**config.mk**
```make
export PLATFORM = sky130hd
export DESIGN_NAME = slwc_ram
export DESIGN_NICKNAME = d
export VERILOG_FILES = /design/src/hdl/set_assoc_lru_writeback_cache_top_assert.svh /design/src/hdl/slwc_ram.sv
export SDC_FILE = /design/constraint.sdc
export NUM_CORES = 1
export LEC_CHECK = 0
export ABC_AREA = 1
export BUFFER_PORTS_ARGS = -buffer_cell sky130_fd_sc_hd__buf_2
export CORE_ASPECT_RATIO = 1.75
export CORE_UTILIZATION = 29
export CTS_BUF_LIST = sky130_fd_sc_hd__clkbuf_16
export CTS_CLUSTER_DIAMETER = 150
export CTS_CLUSTER_SIZE = 10
export DETAILED_ROUTE_END_ITERATION = 6
export GPL_TIMING_DRIVEN = 0
export PLACE_DENSITY = 0.56
export SKIP_LAST_GASP = 1
export SYNTH_ARGS = -nofsm -noshare
export SYNTH_HDL_FRONTEND = slang
export SYNTH_SLANG_ARGS = --single-unit
```
**constraint.sdc**
```tcl
create_clock -name i_clk -period 0.9 [get_ports i_clk]
set_input_delay 0.045 -clock i_clk [delete_from_list [all_inputs] [get_ports i_clk]]
set_output_delay 0.045 -clock i_clk [all_outputs]
set_load 0.02 [all_outputs]
```
**src/hdl/set_assoc_lru_writeback_cache_top_assert.svh**
```systemverilog
// Assertion macros for the cache directory.
`ifndef SET_ASSOC_LRU_WRITEBACK_CACHE_TOP_ASSERT_SVH
`define SET_ASSOC_LRU_WRITEBACK_CACHE_TOP_ASSERT_SVH

`ifndef SYNTH
// Checked with reset held off.
`define SLWC_ASSERT(label, prop) \
    label: assert property (@(posedge i_clk) disable iff (!i_rst_n) prop) \
        else $error("slwc assertion failed");
// Checked at every edge, reset included.
`define SLWC_ASSERT_ALWAYS(label, prop) \
    label: assert property (@(posedge i_clk) prop) \
        else $error("slwc assertion failed");
`else
`define SLWC_ASSERT(label, prop)
`define SLWC_ASSERT_ALWAYS(label, prop)
`endif

`endif

```
**src/hdl/slwc_ram.sv**
```systemverilog
module slwc_ram #(
    parameter int WIDTH = 8,
    parameter int DEPTH = 16
) (
    input  logic                                    i_clk,
    input  logic                                    i_we,
    input  logic [((DEPTH > 1) ? $clog2(DEPTH) : 1)-1:0] i_waddr,
    input  logic [WIDTH-1:0]                        i_wdata,
    input  logic [((DEPTH > 1) ? $clog2(DEPTH) : 1)-1:0] i_raddr,
    output logic [WIDTH-1:0]                        o_rdata
);

    logic [WIDTH-1:0] r_mem [DEPTH];
    logic [WIDTH-1:0] r_rdata;

    // read-first on a same-address write
    always_ff @(posedge i_clk) begin
        if (i_we) begin
            r_mem[i_waddr] <= i_wdata;
        end
        r_rdata <= r_mem[i_raddr];
    end

    assign o_rdata = r_rdata;

endmodule

```
-- Word-level counts from Yosys, hierarchy flattened
Memories as Yosys holds them, arrays and structs flattened. A register that Yosys moved wholly into a read port is not among the register bits.
Index checks and enable logic that the tools add are counted.
- register bits after elaboration: 0
- RAM bits: 128
- input port bits: 18
- word-level logic and storage cells: 3
- memories: 1
- memories (name ; words ; bits a word ; rd ports ; clocked after memory_dff ; write ports ; RTL line ; RTL):
    r_mem ; 16 ; 8 ; 1 ; 1 ; 1 ; slwc_ram.sv:13 ; logic [WIDTH-1:0] r_mem [DEPTH];
- mux-type cells: 2
- operators by type and width (cell ; number):
    2-to-1 mux 1 bit ; 2

-- Longest topological paths before layout
- depth after elaboration: 2
- depth in mapped cells: 8
- gate-level depth less buffers: 7

-- Worst setup path before layout
Ideal clock, no wire load.
- path kind: in2reg
- start point: input port i_waddr[3] in the netlist's numbering
- end point: memory r_mem[4][0], enable pin
- setup time: 370 ps
- data arrival time: 626 ps
- data required time: 530 ps
- slack: -96 ps
- stages on the path: 2
- cells stage by stage: nand3b_1 -> nor2_1
- RTL lines (item ; RTL line ; RTL):
    start, declared ; slwc_ram.sv:7 ; input logic [((DEPTH > 1) ? $clog2(DEPTH) : 1)-1:0] i_waddr,
    end, declared ; slwc_ram.sv:13 ;
Straight into the memory's write port.

-- Worst setup path after layout
- start point: input port i_waddr[2] in the netlist's numbering
- end point: memory r_mem[10][3], enable pin
Straight into the memory's write port.

==> results_dict.tcl <==
set metrics [dict create \
    worstMarginPinSlew_ns 0.582 \
    grt_max_degree 17 \
    min_period_ns 1.00 \
    drc 0 \
    diodes 0 \
    hold_buffers 0 \
    tns_ns -2.13 \
    worstSkewPairLatency_ns 0.41 \
    syn_nets 569 \
    grt_pass1_vias 3905 \
    layout_setup_ws_ns -0.101 \
    first_pass_iters 4 \
    cp.arrival_ns 1.05 \
    place.gp.congestion 0.962 \
    synthArstFlopShare_pct 0 \
    synth_common_cells "nand2_1, edfxtp_1, inv_1" \
    drive_above_1_share_pct 28.1 \
    synth_seq_cells 136 \
    cellPowerDensity_nw_per_um2 2060 \
    yosys-top-cells-area "edfxtp_1, nand2_1, nand3_1, inv_1, dfxtp_1" \
    endpoint_kind "flip-flop" \
    via_count 3834 \
    synthFlopType "edfxtp_1" \
    cts.clk_slew.worst_paths_ns 0.06 \
    htreeDepth 4 \
    synth_edf_count 128 \
    drtIter0Drc 326 \
    die_y_um 189 \
    post-route-period-util_pct 111 \
    crit_fanout 8 \
    start_util_pct 29.9 \
    yosysUniqueCellTypes 12 \
    required_ns 0.95 \
    fmax_mhz 999 \
    cp-start-kind "input pin" \
    finalSetupViolations 32 \
    max-cap-violations 0 \
    fillers 1861 \
    final_core_util_pct 37.2 \
    track_usage_pct 15.7 \
    wl_per_cell_um 17.6 \
    worstHoldPathType "input pin to flip-flop" \
    core_um2 19300 \
    cts-buffers-inserted 17 \
    finalMaxSlewViolations 0 \
    synth_top_area_cell "edfxtp_1" \
    yosysWarnings 0 \
    peakVddDrop_uv 1060 \
    grt_pass1_wl_mm 22.6 \
    grt_overflow 0 \
    final_hold_viol_count 0 \
    cts_num_sinks 136 \
    dp_hpwl_mm 10.5 \
    rsz0062_at_grt "true" \
    seq_area_frac_synth_pct 69.4 \
    relSlewSlack_pct 61.2 \
    synth_top_area_share_pct 66.7 \
    dpl.cell_count 814 \
    ant_nets 0 \
    num_rows 67 \
    die_w_um 109 \
    fin_worst_skew_ns 0.00816 \
    die-area_um2 20500 \
    postRouteWirelength_mm 14.9 \
    nets 610 \
    leakage_nw 3.04 \
    worstSetupPathType "input pin to flip-flop" \
    synth_cells 551 \
    ios 26 \
    tritoncts "built" \
    port_buffers 22 \
    viasPerCell 4.53 \
    area_growth_pct 24.5 \
    status "finished with violations" \
    final_cell_count_no_fill 846 \
    synth_area_per_cell_um2 10.5 \
    cts_setup_buffers 0 \
    cts-root-buf "clkbuf_16" \
    antenna_found_initial 0 \
    violations "setup timing" \
    syn-cell-area_um2 5770 \
    post-synth-top-count-cell "nand2_1" \
    ctsLongestPathBuffers 2 \
]
-- sequential cells by signal, indices dropped and copies added (netlist names) --
signal	cells
r_mem	128
o_rdata	8
-- critical path, stage by stage --
cell and delay, ns:
buf_2 0.12, nand3b_1 0.33, nor2_2 0.55
-- cell type report --
class	count	area, um2	area share, %
clock inverters	12	65.1	0.906
plain buffers	24	166	2.32
flip-flops and latches	136	4010	55.9
inverters	102	383	5.33
clock buffers	20	500	6.97
well taps	241	302	4.20
repair buffers	22	160	2.23
multi-input cells	289	1590	22.2
-- report_power, final --
part	switching (mW)	internal [mW]
Sequential	0.0453	7.09
Clock	2.55	3.97
Combinational	0.801	0.371
Total	3.40	11.4
-- path summary, 6_finish.rpt --
check / startpoint / to / slack [ns] / cells past startpoint
max reg2reg: r_mem[5][5]$_DFFE_PP_ / o_rdata[5]$_DFF_P_ / -0.08 / 6
min reg2reg: r_mem[10][6]$_DFFE_PP_ / o_rdata[6]$_DFF_P_ / 0.68 / 6
max: i_waddr[2] / r_mem[10][3]$_DFFE_PP_ / -0.10 / 3
min: i_wdata[6] / r_mem[5][6]$_DFFE_PP_ / 0.06 / 1
-- kinds of logic after synthesis --
logic type             count (synthesis)  synth area share, %
buffers and inverters                126                 9.52
flip-flops                           136                 69.4
AND/OR/NAND/NOR                      289                 21.0
-- stage by stage --
step | hold slack (ns) | setup WS, ns | area [um2] | power, mW
after CTS | 0.0509 | -0.146 | 6890 | 14.8
final | 0.0577 | -0.101 | 7180 | 14.8
after global placement | 0.464 | -0.651 | 6190 | 8.22
after global routing | 0.0561 | -0.176 | 7180 | 15.3
after floorplan | 0.144 | -0.0958 | 5780 | 7.80
after detailed placement | 0.461 | -0.687 | 6190 | 8.24
-- layer usage --
layer	part of all wire [%]	global-route usage, %
met1	35	15.6
met2	57	28.7
met3	3.8	3.18
met4	4.4	10.2
met5	0	0
-- cells in the final DEF (no fill, tap or decap) --
master,instances
buf_1,1
buf_2,27
buf_4,4
buf_6,14
clkbuf_16,20
clkinv_1,3
clkinv_2,4
clkinv_4,1
dfxtp_2,8
edfxtp_1,128
inv_1,98
inv_2,4
inv_4,4
nand2_1,164
nand2_2,9
nand3_1,38
nand3_2,57
nand3_4,2
nand3b_1,2
nor2_1,1
nor2_2,15
nor2_4,1
-- repair_timing --
action / CTS / global route
resized for setup: 40 / 67
setup endpoints to repair: 80 / 64
pin swaps: 4 / 35
Note: power is estimated with default switching activity, not from simulation.
